### src/sv/swm_pkg.sv
// Shared types and constants for the sliding-window median filter.
package swm_pkg;

  localparam int SAMPLE_W = 32;
  localparam int REG_W    = 5;

  // Configuration register indexes.
  localparam logic [0:0] CFG_WINDOW_LENGTH = 1'b0;
  localparam logic [0:0] CFG_MIN_COUNT     = 1'b1;

  // Operation broadcast to every cell of the sorted chain.
  typedef enum logic [1:0] {
    CMD_HOLD,
    CMD_DROP,
    CMD_INSERT
  } cell_cmd_t;

  typedef struct packed {
    cell_cmd_t                   cmd;
    logic signed [SAMPLE_W-1:0] sample;
  } cell_ctrl_t;

endpackage

### src/sv/swm_cell.sv
// One cell of the sorted sample chain: holds a sample and its age.
module swm_cell #(
  parameter int AW = 4
) (
  input  logic                                 clk,
  input  swm_pkg::cell_ctrl_t                  ctrl,
  input  logic                                 valid,
  input  logic                                 shift_down,
  input  logic [AW-1:0]                        drop_age,
  input  logic signed [swm_pkg::SAMPLE_W-1:0]  lo_val,
  input  logic [AW-1:0]                        lo_age,
  input  logic                                 lo_gt,
  input  logic signed [swm_pkg::SAMPLE_W-1:0]  hi_val,
  input  logic [AW-1:0]                        hi_age,
  output logic signed [swm_pkg::SAMPLE_W-1:0]  val,
  output logic [AW-1:0]                        age,
  output logic                                 gt,
  output logic                                 hit
);

  // The new sample belongs at or below this cell; empty cells count as larger.
  assign gt  = !valid || (ctrl.sample < val);
  assign hit = valid && (age == drop_age);

  always_ff @(posedge clk) begin
    unique case (ctrl.cmd)
      swm_pkg::CMD_DROP: begin
        if (shift_down) begin
          val <= hi_val;
          age <= hi_age;
        end
      end
      swm_pkg::CMD_INSERT: begin
        if (lo_gt) begin
          val <= lo_val;
          age <= lo_age + AW'(1);
        end else if (gt) begin
          val <= ctrl.sample;
          age <= '0;
        end else begin
          age <= age + AW'(1);
        end
      end
      default: begin
      end
    endcase
  end

endmodule

### src/sv/sliding_window_median.sv
// Top level of the sliding-window lower-median filter built on a sorted cell chain.
// A push runs through the update step, which drops the oldest samples while the window is too
// full (as after window_length was lowered without a clear) and then inserts the new sample,
// and then the report step; a clear goes straight to the report step. The next request enters
// once the report is written, and the report waits while the previous result is still stalled.
// Reset (rst, synchronous): window empty, window_length 16, min_count 1, no result pending.
module sliding_window_median #(
  parameter int MAX_WINDOW = 16
) (
  input  logic                                 clk,
  input  logic                                 rst,
  // Configuration write port.
  input  logic                                 cfg_write,
  input  logic [0:0]                           cfg_index,
  input  logic [swm_pkg::REG_W-1:0]            cfg_data,
  // Request channel.
  input  logic                                 in_valid,
  output logic                                 in_stall,
  input  logic                                 kind,
  input  logic signed [swm_pkg::SAMPLE_W-1:0]  sample,
  // Result channel.
  output logic                                 out_valid,
  input  logic                                 out_stall,
  output logic signed [swm_pkg::SAMPLE_W-1:0]  smoothed_value,
  output logic [$clog2(MAX_WINDOW+1)-1:0]      sample_count,
  output logic                                 is_empty
);

  localparam int CNT_W = $clog2(MAX_WINDOW + 1);
  localparam int AW    = (MAX_WINDOW > 1) ? $clog2(MAX_WINDOW) : 1;
  localparam int LW    = (CNT_W > swm_pkg::REG_W) ? CNT_W : swm_pkg::REG_W;

  typedef enum logic [1:0] {
    S_IDLE,
    S_UPDATE,
    S_REPORT
  } state_t;

  state_t                               state;
  logic [swm_pkg::REG_W-1:0]            window_length;
  logic [swm_pkg::REG_W-1:0]            min_count;
  logic [CNT_W-1:0]                     fill;
  logic                                 kind_q;
  logic signed [swm_pkg::SAMPLE_W-1:0]  sample_q;

  // The window length saturates at the chain depth.
  logic [LW-1:0] len;
  logic [LW-1:0] fill_ext;
  logic          need_drop;
  logic          use_median;
  logic [CNT_W-1:0] fill_m1;
  logic [AW-1:0]    mid_idx;
  logic             report_go;

  assign len = (LW'(window_length) > LW'(MAX_WINDOW)) ? LW'(MAX_WINDOW) : LW'(window_length);
  assign fill_ext   = LW'(fill);
  assign need_drop  = (fill != '0) && (fill_ext >= len);
  assign use_median = fill_ext >= LW'(min_count);
  assign fill_m1    = fill - CNT_W'(1);
  assign mid_idx    = AW'(fill_m1 >> 1);

  assign in_stall = (state != S_IDLE);

  // The report step writes the output register when it is empty or being emptied.
  assign report_go = (state == S_REPORT) && (!out_valid || !out_stall);

  // Chain control. While the window is too full for the new sample, the oldest is removed
  // one per cycle; then, for a nonzero length, the new sample is inserted in sorted position.
  swm_pkg::cell_ctrl_t ctrl;

  always_comb begin
    ctrl.sample = sample_q;
    ctrl.cmd    = swm_pkg::CMD_HOLD;
    if (state == S_UPDATE) begin
      if (need_drop) begin
        ctrl.cmd = swm_pkg::CMD_DROP;
      end else if (len != '0) begin
        ctrl.cmd = swm_pkg::CMD_INSERT;
      end
    end
  end

  // Cell array. Cells below the fill count hold samples sorted ascending from cell 0.
  logic signed [swm_pkg::SAMPLE_W-1:0] cell_val [MAX_WINDOW];
  logic [AW-1:0]                       cell_age [MAX_WINDOW];
  logic [MAX_WINDOW-1:0]               cell_gt;
  logic [MAX_WINDOW-1:0]               cell_hit;
  logic [MAX_WINDOW-1:0]               cell_valid;
  logic [MAX_WINDOW-1:0]               cell_shift;
  logic [MAX_WINDOW-1:0]               order_err;
  logic [AW-1:0]                       drop_age;

  // The oldest sample always carries age fill-1, since only the newest ones are kept.
  assign drop_age = AW'(fill_m1);

  for (genvar i = 0; i < MAX_WINDOW; i++) begin : g_cell
    logic signed [swm_pkg::SAMPLE_W-1:0] lo_val;
    logic [AW-1:0]                       lo_age;
    logic                                lo_gt;
    logic signed [swm_pkg::SAMPLE_W-1:0] hi_val;
    logic [AW-1:0]                       hi_age;

    assign cell_valid[i] = CNT_W'(i) < fill;
    // A cell moves down when the dropped sample sits at or below it.
    assign cell_shift[i] = |cell_hit[i:0];

    if (i == 0) begin : g_bottom
      assign lo_val = '0;
      assign lo_age = '0;
      assign lo_gt  = 1'b0;
    end else begin : g_lower
      assign lo_val = cell_val[i-1];
      assign lo_age = cell_age[i-1];
      assign lo_gt  = cell_gt[i-1];
    end

    if (i == MAX_WINDOW - 1) begin : g_top
      assign hi_val       = '0;
      assign hi_age       = '0;
      assign order_err[i] = 1'b0;
    end else begin : g_upper
      assign hi_val       = cell_val[i+1];
      assign hi_age       = cell_age[i+1];
      assign order_err[i] = cell_valid[i+1] && (cell_val[i] > cell_val[i+1]);
    end

    swm_cell #(
      .AW (AW)
    ) u_cell (
      .clk        (clk),
      .ctrl       (ctrl),
      .valid      (cell_valid[i]),
      .shift_down (cell_shift[i]),
      .drop_age   (drop_age),
      .lo_val     (lo_val),
      .lo_age     (lo_age),
      .lo_gt      (lo_gt),
      .hi_val     (hi_val),
      .hi_age     (hi_age),
      .val        (cell_val[i]),
      .age        (cell_age[i]),
      .gt         (cell_gt[i]),
      .hit        (cell_hit[i])
    );
  end

  // Sequencer, configuration registers and output register. A request is taken in idle,
  // the chain is updated, and the report step writes the result once the output register
  // is free. Below min_count the newest sample, which is the one just pushed, is reported.
  always_ff @(posedge clk) begin
    if (rst) begin
      state         <= S_IDLE;
      fill          <= '0;
      out_valid     <= 1'b0;
      window_length <= swm_pkg::REG_W'(16);
      min_count     <= swm_pkg::REG_W'(1);
    end else begin
      if (cfg_write) begin
        unique case (cfg_index)
          swm_pkg::CFG_WINDOW_LENGTH: window_length <= cfg_data;
          swm_pkg::CFG_MIN_COUNT:     min_count     <= cfg_data;
        endcase
      end

      if (report_go) begin
        out_valid <= 1'b1;
      end else if (out_valid && !out_stall) begin
        out_valid <= 1'b0;
      end

      unique case (state)
        S_IDLE: begin
          if (in_valid) begin
            kind_q   <= kind;
            sample_q <= sample;
            if (kind) begin
              fill  <= '0;
              state <= S_REPORT;
            end else begin
              state <= S_UPDATE;
            end
          end
        end
        S_UPDATE: begin
          if (need_drop) begin
            fill <= fill_m1;
          end else begin
            if (len != '0) begin
              fill <= fill + CNT_W'(1);
            end
            state <= S_REPORT;
          end
        end
        S_REPORT: begin
          if (report_go) begin
            sample_count <= fill;
            is_empty     <= (fill == '0);
            if (fill == '0) begin
              smoothed_value <= '0;
            end else if (use_median) begin
              smoothed_value <= cell_val[mid_idx];
            end else begin
              smoothed_value <= sample_q;
            end
            state <= S_IDLE;
          end
        end
        default: begin
          state <= S_IDLE;
        end
      endcase
    end
  end

`ifndef NO_ASSERTIONS
  a_fill_bound: assert property (@(posedge clk) disable iff (rst)
    fill <= CNT_W'(MAX_WINDOW))
    else $error("fill count exceeds chain depth");

  a_fill_fits: assert property (@(posedge clk) disable iff (rst)
    (state == S_REPORT) && !kind_q |-> fill_ext <= len)
    else $error("window holds more samples than window_length");

  a_sorted: assert property (@(posedge clk) disable iff (rst)
    (state == S_IDLE) |-> (order_err == '0))
    else $error("cell chain not sorted");

  a_empty_flag: assert property (@(posedge clk) disable iff (rst)
    out_valid |-> (is_empty == (sample_count == '0)))
    else $error("empty flag disagrees with sample count");
`endif

endmodule

### config.mk
export PLATFORM = sky130hd
export DESIGN_NAME = sliding_window_median
export DESIGN_NICKNAME = d
export VERILOG_FILES = /design/src/sv/swm_pkg.sv /design/src/sv/swm_cell.sv /design/src/sv/sliding_window_median.sv
export SDC_FILE = /design/constraint.sdc
export NUM_CORES = 2
export LEC_CHECK = 0
export ABC_AREA = 1
export BUFFER_PORTS_ARGS = -buffer_cell sky130_fd_sc_hd__buf_2
export CAP_MARGIN = 10
export CORE_ASPECT_RATIO = 0.8
export CORE_MARGIN = 3
export CORE_UTILIZATION = 40
export CTS_CLUSTER_SIZE = 40
export DETAILED_ROUTE_END_ITERATION = 16
export MAX_ROUTING_LAYER = met4
export PLACE_DENSITY = 0.58
export SLEW_MARGIN = 15
export SYNTH_ARGS = -nofsm -noshare
export SYNTH_HDL_FRONTEND = slang
export SYNTH_HIERARCHICAL = 1
export SYNTH_SLANG_ARGS = --single-unit
### constraint.sdc
create_clock -name clk -period 12.3 [get_ports clk]
set_clock_uncertainty 0.05 [all_clocks]
set_input_delay 2.46 -clock clk [delete_from_list [all_inputs] [get_ports clk]]
set_output_delay 2.46 -clock clk [all_outputs]
set_load 0.02 [all_outputs]
==> results.cfg <==
[outcome]
status = finished, final reports clean

[sta]
finalSetupViolCount = 0
layout_min_cycle_time_ps = 5990
min_period_over_period = 0.487
slew_headroom = 0.223
finalSetupTns_ps = 0
finalMaxSlewViolations = 0
fmax_ghz = 0.167
hold_viol_final = 0
worst_pin_slew_ps = 1160
rsz0062_at_grt = no

[grt]
grt_max_degree = 145
grt_use_total = 0.264
antenna_found_initial = 5
grt_overflow = 0
grt_pass1_vias = 48300
grt_pass1_wl_mm = 287

[drt]
drc_errors = 0
routedWlPerCell_um = 19.5
ant_nets = 0
initialDrtViolationCount = 5110
wl_mm = 184
via_count = 51500
avgViaCountPerCell = 5.47
firstDrtPassIters = 6

[clock_network]
post_cts_buffers = 0
cts_sinks = 664
cts.repair.resized = 0
path_clk_slew_ps = 60
clock_path_buffers = 3
htreeDepth = 3
cts_made_buffers = 80
cts_hold_buf = 0
cts_tree = built
clk_latency_ps = 690
cts-root-buf = clkbuf_16

[setup_path]
worstPathRequired_ps = 12570
worstRegToRegCells = 22
critPathLaunchType = flip-flop
critical_path_class = flip-flop to flip-flop
arrival_ps = 6260
critPathMaxFanout = 131
endpoint_kind = flip-flop

[finish]
diodes = 0
layout_common_cells = 2,068 x nand2_1, 1,124 x o21ai_0, 846 x inv_1
final_common_cell = nand2_1
nets = 8161
design_area_sq_um = 59400
drive_gt1_frac = 0.0638
final.fill_count = 13700
syn_to_final_growth_pct = 9.26

[floorplan]
core_sq_um = 134000
die_w_um = 418
initial_utilization = 0.404
die_h_um = 336
dieArea_sq_um = 140000
pin_count = 84
core.rowCount = 120

[placement]
hpwlAfterDp_mm = 132
gp_congestion = 0.887
port_buffers = 83
postPlaceCellArea_sq_um = 56900

[hold_path]
hold_path_depth = 2
hold_class = flip-flop to flip-flop

[pwr]
cellPowerDensity_nw_per_um2 = 124
internal_power_mw = 4.59
p_clk_frac = 0.319
switchingPower_mw = 2.76
p_seq_frac = 0.383
switching_share = 0.376
leakagePower_nw = 28.0
p_total_mw = 7.35
ir_drop_mv = 0.108
p_comb_frac = 0.299

[synthesis]
synth.avg_cell_area_sq_um = 7.21
synthesis.area_sq_um = 54400
yosys_warnings = 6
synthCells = 7542

[flow_run]
cap_violations = 0
-- power by group through the flow --
| stage | logic, mW | registers, mW | clock network, mW |
|---|---|---|---|
| floorplan | 1.46 | 2.82 | 0 |
| CTS | 2.16 | 2.81 | 2.39 |
| global placement | 2.10 | 2.86 | 0 |
| detailed placement | 2.16 | 2.86 | 0 |
| global route | 2.45 | 2.82 | 2.46 |
| finish | 2.19 | 2.81 | 2.34 |
-- worst max-delay path, stage by stage, from the launching register on --
cell,delay (ps)
dfxtp_1,480
inv_1,70
buf_4,260
ha_4,520
inv_8,700
buf_4,790
inv_1,130
nand2_1,100
nand3_1,70
a2111oi_0,600
or2_2,240
nor2_1,40
nand2_1,120
nor2_1,110
inv_1,130
nor2_1,90
inv_1,80
or2_1,100
nand3_1,90
nand2_1,200
nand2_1,90
inv_1,60
buf_4,380
-- through the flow --
step | std cells | setup WS, ps | util | hold slack [ps]
detailed placement | 9262 | 6330 | 0.424 | 422
global placement | 9262 | 6400 | 0.424 | 416
global route | 9405 | 5810 | 0.442 | 462
finish | 9405 | 6310 | 0.442 | 431
floorplan | 7625 | 7050 | - | 385
CTS | 9405 | 6270 | 0.442 | 431
-- sequential cells by signal, summed over array words and instances, names as in the netlist --
signal,count
g_cell.u_cell/val,512
g_cell.u_cell/age,64
sample_q,32
smoothed_value,32
fill,5
min_count,5
sample_count,5
window_length,5
state,2
is_empty,1
out_valid,1
-- metal layers --
layer | up-vias | GRT usage | part of all wire
met3 | 270 | 0.0326 | 0.076
met1 | 24300 | 0.388 | 0.48
met2 | 1993 | 0.384 | 0.42
met5 | - | - | 0
met4 | 0 | 0.0648 | 0.024
li1 | 24900 | - | -
-- path summary, 6_finish.rpt --
kind | to | startpoint | slack (ps)
setup / recovery | g_cell[14].u_cell/val[5] | fill[0] | 6310
hold / removal | min_count[1] | min_count[1] | 430
setup reg to reg | g_cell[14].u_cell/val[5] | fill[0] | 6310
hold reg to reg | min_count[1] | min_count[1] | 430
-- cell type report --
| class | count | area [sq um] | share of cell area |
|---|---|---|---|
| clock buffer | 95 | 2080 | 0.0350 |
| clock inverter | 48 | 372 | 0.00626 |
| inverter | 868 | 3270 | 0.0550 |
| multi-input combinational | 5755 | 30300 | 0.511 |
| sequential | 664 | 19800 | 0.333 |
| tap | 1769 | 2210 | 0.0373 |
| timing repair buffer | 206 | 1360 | 0.0230 |
No activity file was read; power rests on OpenSTA's default activity.
